**src/rtl/heater_channel_controller_unit_defines.svh**
```systemverilog
// Assertion macros shared by the heater channel controller RTL.
// Each check is live in simulation and compiles away for synthesis.
`ifndef HEATER_CHANNEL_CONTROLLER_UNIT_DEFINES_SVH
`define HEATER_CHANNEL_CONTROLLER_UNIT_DEFINES_SVH

`ifndef SYNTHESIS

// Consequent must hold in the same cycle as the antecedent
`define HCC_ASSERT_SAME(label, clk, rst, ante, cons) \
   label: assert property (@(posedge clk) disable iff (rst) (ante) |-> (cons)) \
      else $error("hcc check failed");

// Consequent must hold in the cycle after the antecedent
`define HCC_ASSERT_NEXT(label, clk, rst, ante, cons) \
   label: assert property (@(posedge clk) disable iff (rst) (ante) |=> (cons)) \
      else $error("hcc check failed");

`else

`define HCC_ASSERT_SAME(label, clk, rst, ante, cons)
`define HCC_ASSERT_NEXT(label, clk, rst, ante, cons)

`endif

`endif

```
**src/rtl/hcc_pkg.sv**
```systemverilog
package hcc_pkg;

   // Field widths
   localparam int unsigned SAMPLE_W = 10;
   localparam int unsigned COUNT_W  = 16;
   localparam int unsigned DUTY_W   = 8;
   localparam int unsigned INDEX_W  = 3;
   localparam int unsigned CSR_W    = 16;

   // Reciprocal multiply for error * 255 / FULL_SCALE: shift and coefficient width
   localparam int unsigned RECIP_SHIFT = 20;
   localparam int unsigned RECIP_W     = 28;
   localparam int unsigned DUTY_GAIN   = 255;

   localparam logic [DUTY_W-1:0]  DUTY_FULL = 8'hFF;
   localparam logic [COUNT_W-1:0] COUNT_MAX = 16'hFFFF;

   // Item kinds
   typedef enum logic [1:0] {
      KIND_PRESENCE = 2'd0,
      KIND_CONTROL  = 2'd1,
      KIND_SWITCH_ON  = 2'd2,
      KIND_SWITCH_OFF = 2'd3
   } kind_type;

   // Register indexes
   localparam logic [INDEX_W-1:0] REG_TARGET_LEVEL        = 3'd0;
   localparam logic [INDEX_W-1:0] REG_HYSTERESIS_MARGIN   = 3'd1;
   localparam logic [INDEX_W-1:0] REG_OVERTEMP_LIMIT      = 3'd2;
   localparam logic [INDEX_W-1:0] REG_ABSENT_THRESHOLD    = 3'd3;
   localparam logic [INDEX_W-1:0] REG_ABSENT_COUNT_LIMIT  = 3'd4;
   localparam logic [INDEX_W-1:0] REG_CONNECT_COUNT_LIMIT = 3'd5;

   // Register reset values
   localparam logic [SAMPLE_W-1:0] TARGET_LEVEL_RST        = 10'd0;
   localparam logic [SAMPLE_W-1:0] HYSTERESIS_MARGIN_RST   = 10'd5;
   localparam logic [SAMPLE_W-1:0] OVERTEMP_LIMIT_RST      = 10'd1000;
   localparam logic [SAMPLE_W-1:0] ABSENT_THRESHOLD_RST    = 10'd1000;
   localparam logic [COUNT_W-1:0]  ABSENT_COUNT_LIMIT_RST  = 16'd10;
   localparam logic [COUNT_W-1:0]  CONNECT_COUNT_LIMIT_RST = 16'd10;

   typedef struct packed {
      logic [SAMPLE_W-1:0] target_level;
      logic [SAMPLE_W-1:0] hysteresis_margin;
      logic [SAMPLE_W-1:0] overtemp_limit;
      logic [SAMPLE_W-1:0] absent_threshold;
      logic [COUNT_W-1:0]  absent_count_limit;
      logic [COUNT_W-1:0]  connect_count_limit;
   } hcc_cfg_type;

   typedef struct packed {
      logic              heater_enable;
      logic [DUTY_W-1:0] duty;
      logic              alarm;
      logic              present;
      logic              armed;
   } hcc_result_type;

endpackage

```
**src/rtl/hcc_csr.sv**
```systemverilog
module hcc_csr (
   input  logic                         clock,
   input  logic                         reset,
   input  logic                         csr_write_enable,
   input  logic [hcc_pkg::INDEX_W-1:0]  csr_index,
   input  logic [hcc_pkg::CSR_W-1:0]    csr_write_data,
   output hcc_pkg::hcc_cfg_type         cfg
);
   import hcc_pkg::*;

   hcc_cfg_type cfg_ff;
   hcc_cfg_type cfg_in;

   // Decode the write; unknown indexes leave everything as it is
   always_comb begin
      cfg_in = cfg_ff;
      if (csr_write_enable) begin
         case (csr_index)
            REG_TARGET_LEVEL:        cfg_in.target_level        = csr_write_data[SAMPLE_W-1:0];
            REG_HYSTERESIS_MARGIN:   cfg_in.hysteresis_margin   = csr_write_data[SAMPLE_W-1:0];
            REG_OVERTEMP_LIMIT:      cfg_in.overtemp_limit      = csr_write_data[SAMPLE_W-1:0];
            REG_ABSENT_THRESHOLD:    cfg_in.absent_threshold    = csr_write_data[SAMPLE_W-1:0];
            REG_ABSENT_COUNT_LIMIT:  cfg_in.absent_count_limit  = csr_write_data[COUNT_W-1:0];
            REG_CONNECT_COUNT_LIMIT: cfg_in.connect_count_limit = csr_write_data[COUNT_W-1:0];
            default:                 cfg_in = cfg_ff;
         endcase
      end
   end

   always_ff @(posedge clock) begin
      if (reset) begin
         cfg_ff.target_level        <= TARGET_LEVEL_RST;
         cfg_ff.hysteresis_margin   <= HYSTERESIS_MARGIN_RST;
         cfg_ff.overtemp_limit      <= OVERTEMP_LIMIT_RST;
         cfg_ff.absent_threshold    <= ABSENT_THRESHOLD_RST;
         cfg_ff.absent_count_limit  <= ABSENT_COUNT_LIMIT_RST;
         cfg_ff.connect_count_limit <= CONNECT_COUNT_LIMIT_RST;
      end else begin
         cfg_ff <= cfg_in;
      end
   end

   assign cfg = cfg_ff;

endmodule

```
**src/rtl/hcc_core.sv**
```systemverilog
module hcc_core #(
   parameter int unsigned FULL_SCALE = 400
) (
   input  logic                          clock,
   input  logic                          reset,
   input  logic                          advance,
   input  hcc_pkg::kind_type             kind,
   input  logic [hcc_pkg::SAMPLE_W-1:0]  sample,
   input  hcc_pkg::hcc_cfg_type          cfg,
   output hcc_pkg::hcc_result_type       result
);
   import hcc_pkg::*;

   localparam int unsigned PROD_W = SAMPLE_W + RECIP_W;
   // ceil(255 * 2^20 / FULL_SCALE): exact quotient for every error below FULL_SCALE
   localparam longint unsigned RECIP_FULL =
      ((longint'(DUTY_GAIN) << RECIP_SHIFT) + longint'(FULL_SCALE) - 64'd1)
      / longint'(FULL_SCALE);
   localparam logic [RECIP_W-1:0]  DUTY_RECIP = RECIP_FULL[RECIP_W-1:0];
   localparam logic [SAMPLE_W:0]   SCALE_CMP  = (SAMPLE_W+1)'(FULL_SCALE);

   logic                armed_ff, armed_in;
   logic                present_ff, present_in;
   logic [COUNT_W-1:0]  count_ff, count_in;
   logic [DUTY_W-1:0]   duty_ff, duty_in;
   logic                drive_ff, drive_in;
   logic                alarm;

   logic [SAMPLE_W:0]   err_wide;
   logic [SAMPLE_W-1:0] err_val;
   logic [PROD_W-1:0]   product;
   logic [DUTY_W-1:0]   duty_calc;
   logic [COUNT_W-1:0]  count_bump;
   logic [COUNT_W-1:0]  count_step;
   logic [COUNT_W-1:0]  count_limit;
   logic                beyond;

   // Proportional duty: zero the error when negative or below the margin, scale by reciprocal
   assign err_wide  = {1'b0, cfg.target_level} - {1'b0, sample};
   assign err_val   = (!err_wide[SAMPLE_W] && (err_wide[SAMPLE_W-1:0] >= cfg.hysteresis_margin))
                      ? err_wide[SAMPLE_W-1:0] : '0;
   assign product   = PROD_W'(err_val) * PROD_W'(DUTY_RECIP);
   assign duty_calc = ({1'b0, err_val} >= SCALE_CMP) ? DUTY_FULL
                                                      : product[RECIP_SHIFT +: DUTY_W];

   // Presence debounce: count samples on the far side of the threshold
   assign beyond      = present_ff ? (sample > cfg.absent_threshold)
                                   : (sample < cfg.absent_threshold);
   assign count_bump  = (count_ff == COUNT_MAX) ? COUNT_MAX : count_ff + 1'b1;
   assign count_step  = beyond ? count_bump : '0;
   assign count_limit = present_ff ? cfg.absent_count_limit : cfg.connect_count_limit;

   // Next state for the item in hand
   always_comb begin
      armed_in   = armed_ff;
      present_in = present_ff;
      count_in   = count_ff;
      duty_in    = duty_ff;
      drive_in   = drive_ff;
      alarm      = 1'b0;
      case (kind)
         KIND_PRESENCE: begin
            if (count_step > count_limit) begin
               present_in = !present_ff;
               count_in   = '0;
            end else begin
               count_in   = count_step;
            end
         end
         KIND_CONTROL: begin
            if (!armed_ff || !present_ff) begin
               drive_in = 1'b0;
            end else begin
               duty_in = duty_calc;
               if (sample > cfg.overtemp_limit) begin
                  drive_in = 1'b0;
                  armed_in = 1'b0;
                  alarm    = 1'b1;
               end else begin
                  drive_in = 1'b1;
               end
            end
         end
         KIND_SWITCH_ON:  armed_in = 1'b1;
         KIND_SWITCH_OFF: armed_in = 1'b0;
         default:         armed_in = armed_ff;
      endcase
   end

   // Commit state once per transfer
   always_ff @(posedge clock) begin
      if (reset) begin
         armed_ff   <= 1'b0;
         present_ff <= 1'b1;
         count_ff   <= '0;
         duty_ff    <= '0;
         drive_ff   <= 1'b0;
      end else if (advance) begin
         armed_ff   <= armed_in;
         present_ff <= present_in;
         count_ff   <= count_in;
         duty_ff    <= duty_in;
         drive_ff   <= drive_in;
      end
   end

   assign result.heater_enable = drive_in;
   assign result.duty          = duty_in;
   assign result.alarm         = alarm;
   assign result.present       = present_in;
   assign result.armed         = armed_in;

endmodule

```
**src/rtl/heater_channel_controller_unit.sv**
```systemverilog
// Heater channel controller: one result per request, in order. A request is
// registered in the input register on acceptance and evaluated against the
// channel state (debounce counter, proportional duty through one constant
// reciprocal multiplier, over-temperature trip); the result lands in the
// output register. A new request is taken every cycle while the result side
// keeps up. Presence ticks debounce tool presence, control ticks update drive
// and duty, switch items arm or disarm. The user must write registers through
// the csr_ port only while the block is idle; the block does not enforce it.
module heater_channel_controller_unit #(
   parameter int unsigned FULL_SCALE = 400
) (
   input  logic                         clock,
   input  logic                         reset,
   // request channel
   input  logic                         req_valid,
   output logic                         req_stall,
   input  logic [1:0]                   req_kind,
   input  logic [hcc_pkg::SAMPLE_W-1:0] req_sample,
   // result channel
   output logic                         rsp_valid,
   input  logic                         rsp_stall,
   output logic                         rsp_heater_enable,
   output logic [hcc_pkg::DUTY_W-1:0]   rsp_duty,
   output logic                         rsp_alarm,
   output logic                         rsp_present,
   output logic                         rsp_armed,
   // register write port
   input  logic                         csr_write_enable,
   input  logic [hcc_pkg::INDEX_W-1:0]  csr_index,
   input  logic [hcc_pkg::CSR_W-1:0]    csr_write_data
);
   import hcc_pkg::*;

`include "heater_channel_controller_unit_defines.svh"

   logic                in_valid_ff, in_valid_in;
   kind_type            in_kind_ff;
   logic [SAMPLE_W-1:0] in_sample_ff;
   logic                rsp_valid_ff, rsp_valid_in;
   hcc_result_type      rsp_data_ff;
   hcc_result_type      result;
   hcc_cfg_type         cfg;
   logic                out_load;
   logic                req_accept;

   hcc_csr u_csr (
      .clock            (clock),
      .reset            (reset),
      .csr_write_enable (csr_write_enable),
      .csr_index        (csr_index),
      .csr_write_data   (csr_write_data),
      .cfg              (cfg)
   );

   hcc_core #(
      .FULL_SCALE (FULL_SCALE)
   ) u_core (
      .clock   (clock),
      .reset   (reset),
      .advance (out_load),
      .kind    (in_kind_ff),
      .sample  (in_sample_ff),
      .cfg     (cfg),
      .result  (result)
   );

   // Advance the held request whenever the output register is free or draining
   assign out_load     = in_valid_ff && (!rsp_valid_ff || !rsp_stall);
   assign req_stall    = in_valid_ff && !out_load;
   assign req_accept   = req_valid && !req_stall;
   assign in_valid_in  = req_accept || (in_valid_ff && !out_load);
   assign rsp_valid_in = out_load || (rsp_valid_ff && rsp_stall);

   // Input register
   always_ff @(posedge clock) begin
      if (reset) begin
         in_valid_ff <= 1'b0;
      end else begin
         in_valid_ff <= in_valid_in;
      end
   end

   always_ff @(posedge clock) begin
      if (req_accept) begin
         in_kind_ff   <= kind_type'(req_kind);
         in_sample_ff <= req_sample;
      end
   end

   // Result register
   always_ff @(posedge clock) begin
      if (reset) begin
         rsp_valid_ff <= 1'b0;
      end else begin
         rsp_valid_ff <= rsp_valid_in;
      end
   end

   always_ff @(posedge clock) begin
      if (out_load) begin
         rsp_data_ff <= result;
      end
   end

   assign rsp_valid         = rsp_valid_ff;
   assign rsp_heater_enable = rsp_data_ff.heater_enable;
   assign rsp_duty          = rsp_data_ff.duty;
   assign rsp_alarm         = rsp_data_ff.alarm;
   assign rsp_present       = rsp_data_ff.present;
   assign rsp_armed         = rsp_data_ff.armed;

   // An over-temperature trip leaves the channel disarmed with the drive off
   `HCC_ASSERT_SAME(a_alarm_disarms, clock, reset, rsp_valid_ff && rsp_alarm, !rsp_armed && !rsp_heater_enable)

   // A stalled result stays put until its transfer
   `HCC_ASSERT_NEXT(a_hold_result, clock, reset, rsp_valid_ff && rsp_stall, rsp_valid_ff && $stable(rsp_data_ff))

   // A held request is not dropped while the result side is stalled
   `HCC_ASSERT_NEXT(a_hold_request, clock, reset, in_valid_ff && rsp_valid_ff && rsp_stall, in_valid_ff)

endmodule
```
**config.mk**
```make
export PLATFORM = sky130hd
export DESIGN_NAME = heater_channel_controller_unit
export DESIGN_NICKNAME = d
export VERILOG_FILES = /design/src/rtl/hcc_pkg.sv /design/src/rtl/hcc_csr.sv /design/src/rtl/hcc_core.sv /design/src/rtl/heater_channel_controller_unit.sv
export VERILOG_INCLUDE_DIRS = /design/src /design/src/rtl
export SDC_FILE = /design/constraint.sdc
export NUM_CORES = 1
export LEC_CHECK = 0
export BUFFER_PORTS_ARGS = -buffer_cell sky130_fd_sc_hd__buf_2
export CAP_MARGIN = 20
export CORE_ASPECT_RATIO = 1.4
export CORE_MARGIN = 8
export CORE_UTILIZATION = 58
export CTS_BUF_LIST = sky130_fd_sc_hd__clkbuf_2
export DETAILED_ROUTE_END_ITERATION = 16
export GPL_TIMING_DRIVEN = 0
export PLACE_DENSITY = 0.81
export SLEW_MARGIN = 25
export SYNTH_ARGS = -nofsm -noshare
export SYNTH_HDL_FRONTEND = slang
export SYNTH_HIERARCHICAL = 1
export SYNTH_SLANG_ARGS = --single-unit
```
**constraint.sdc**
```tcl
create_clock -name clock -period 10.5 [get_ports clock]
set_clock_uncertainty 0.1 [all_clocks]
set_input_delay 2.625 -clock clock [delete_from_list [all_inputs] [get_ports clock]]
set_output_delay 2.625 -clock clock [all_outputs]
set_load 0.02 [all_outputs]
```
==> run summary <==
most frequent cells after synthesis = ha_1, inv_1, dfxtp_1, mux2i_1, nand2b_1
Synth top area share = 21.2%
Achievable Freq = 0.118 GHz
Critical Path AT = 8.75 ns
Overflow after GRT = 0
Mapped Avg Cell Area = 9.71 sq um
Max Root-Sink Buffers = 2
Slew Limit Fails = 0
Crit Path Class = reg2reg
site row count = 55
Switching Fraction = 31.1%
relative slew slack = 42.8%
delay of the slowest critical-path stage = 0.52 ns
register area share after synthesis = 28.8%
min cycle time layout = 8.44 ns
Reg clk slew, reported paths = 0.22 ns
top-count cell post-synth = ha_1
status = complete, no violations
initial antenna violation count = 1
LEAKAGE = 0.00524 uW
CORE AREA = 16100 sq um
TritonCTS clock tree = done
Inserted Clock Buffers = 17
Finish-stage setup viols = 0
synthesized flop and latch total = 125
post-DR vias/cell = 5.66
largest net degree at the start of global routing = 17
pwr dens = 88.1 nW/um^2
CP delay by family, top = adder cells
Logic pwr share = 14.6%
Net Count, Synth = 1193
largest area contributor in the netlist = dfxtp_1
Synth Cell Area = 9530 sq um
Setup TNS = 0 ns
Synth Area in Adders = 25.7%
vias in the first global route = 7483
global-route wire length before repair = 34600 um
I/O Pins = 50
CP startpoint kind = register
internal power = 621 uW
Reg power frac = 56.4%
Final Hold Vio Count = 0
DRC = 0
Final HPWL DP = 17100 um
routed vias = 7146
Max VDD drop = 0.0000959 V
CTS root buf = clkbuf_2
DR pass1 iterations = 6
Initial DRC Count = 370
Critical Path RT = 10.81 ns
ranking of synthesized cells by area = dfxtp_1, ha_1, mux2i_1
CP max stage cell = fa_1
combinational family with the most area after synthesis = adder cells
Total GRT Usage = 20.0%
Worst Tran Pin Value = 0.858 ns
Compound-Gate Fraction of Synth Area = 11.9%
htree depth = 4
placed cell areas = 10000 sq um
RePlAce Congestion = 0.914
Post-CTS Hold Buffers = 0
ys flop type = dfxtp_1
die span in x = 124 um
Post-synth ARST share = 0%
Initial Util = 59.2%
XOR/XNOR Fraction of Synth Area = 3.12%
number of max-cap violations = 0
Area Growth Syn to Fin = 7.35%
Die ar. = 20800 sq um
Post-CTS Setup Bufs = 0
Clk pwr share = 28.9%
drt wl/cell = 16.6 um
post-synthesis cell count = 982
final WL = 20900 um
final instance area = 10200 sq um
CTS sink cnt = 125
period utilisation layout = 80.4%
simple-gate share of the synthesized area = 14.8%
buffers added on ports = 49
insertion delay to the later sink of the worst-skew pair = 0.66 ns
post-CTS sizing = 0
fin nets = 1261
EDFF count, synth = 24
post-synth cell types = 76
RSZ-0062 raised after global routing = no
Hold Path Class = reg2reg
CP max FO = 9
endpoint type of the worst setup path = register
share of cells above drive strength 1 = 11.6%
Psw = 281 uW
WP buf/inv = 4
Die H = 168 um
post-synthesis mux area share = 9.51%
YS warnings = 6
CP most frequent cell = ha_1
antenna viol nets, final = 0
[layout make-up]
type                    instances  area, sq um
plain buffers                  37          190
clock buffers                  17         85.1
fillers                      1353         5870
well taps                     199          249
flip-flops and latches        125         2740
diodes                          1         2.50
clock inverters                15          113
multi-input cells             712         6200
inverters                     108          405
repair buffers                 49          245
[metal layers]
metal,vias up,part of all wire [%],wire length [um],GRT usage [%]
met5,-,0,0,0
met4,0,5.3,1100,12.3
li1,3556,-,-,-
met1,3346,39,8200,20.4
met2,175,52,10900,37.3
met3,69,3.6,746,3.41
[state kept, by name (all words and copies together), names as in the netlist]
register	cells
in_kind_ff	2
u_core/drive_ff	1
rsp_heater_enable	1
rsp_duty	8
u_core/count_ff	16
in_sample_ff	10
rsp_present	1
rsp_alarm	1
in_valid_ff	1
u_core/armed_ff	1
u_core/present_ff	1
rsp_armed	1
rsp_valid	1
u_core/duty_ff	8
u_csr/cfg	72
[through the flow]
stage	util [%]	instances	total power (uW)	worst slack, ns	hold slack (ns)
after CTS	63.5	1262	912	2.08	0.393
after global placement	62.3	1230	646	2.19	0.359
final	63.5	1263	902	2.06	0.390
after global routing	63.5	1263	947	1.47	0.405
after detailed placement	62.3	1230	651	2.08	0.361
after floorplan	-	982	609	3.02	0.348
[worst paths after layout]
path              slack (ns)             from  depth (start not counted)            end
setup / recovery        2.06  in_sample_ff[1]                         30    rsp_duty[7]
hold / removal          0.39    u_csr/cfg[15]                          2  u_csr/cfg[15]
setup reg to reg        2.06  in_sample_ff[1]                         30    rsp_duty[7]
hold reg to reg         0.39    u_csr/cfg[15]                          2  u_csr/cfg[15]
[layout by cell type (no fill, tap or decap), types with 10 or more instances in the layout]
cell type	count
xnor2_1	20
a21o_1	21
nor2_1	62
a211oi_1	12
buf_2	59
mux2i_1	88
a22o_1	14
inv_1	107
edfxtp_1	24
nand3_1	13
clkbuf_1	16
clkbuf_2	18
dfxtp_1	101
xor2_1	14
fa_1	34
nand2_1	29
nand2b_1	75
a21oi_1	52
o21ai_0	17
ha_1	141
nor2b_1	10
[worst register-to-register path: cells and delay by family, from the launching register on]
| kind | cells | cell delay, ns |
|---|---|---|
| compound gates | 12 | 2.92 |
| buf+inv | 4 | 0.41 |
| flops | 1 | 0.50 |
| fa+ha+maj | 8 | 2.95 |
| simple gates | 4 | 0.95 |
| xor+xnor | 2 | 0.41 |
[power by group through the flow]
stage / Clock, uW / Combinational (uW) / Sequential [uW]
after floorplan: 0 / 89.5 / 519
after global placement: 0 / 128 / 519
after detailed placement: 0 / 132 / 519
after CTS: 270 / 133 / 509
after global routing: 289 / 147 / 511
final: 261 / 132 / 509
[logic make-up (layout without fill, tap and decap cells)]
| kind of cell | Yosys count | after routing |
|---|---|---|
| buf+inv | 145 | 226 |
| xor+xnor | 34 | 34 |
| mux | 90 | 90 |
| compound gates | 162 | 162 |
| simple gates | 251 | 251 |
| other cells | 0 | 1 |
| fa+ha+maj | 175 | 175 |
| flops | 125 | 125 |
Note: power is estimated with default switching activity, not from simulation.
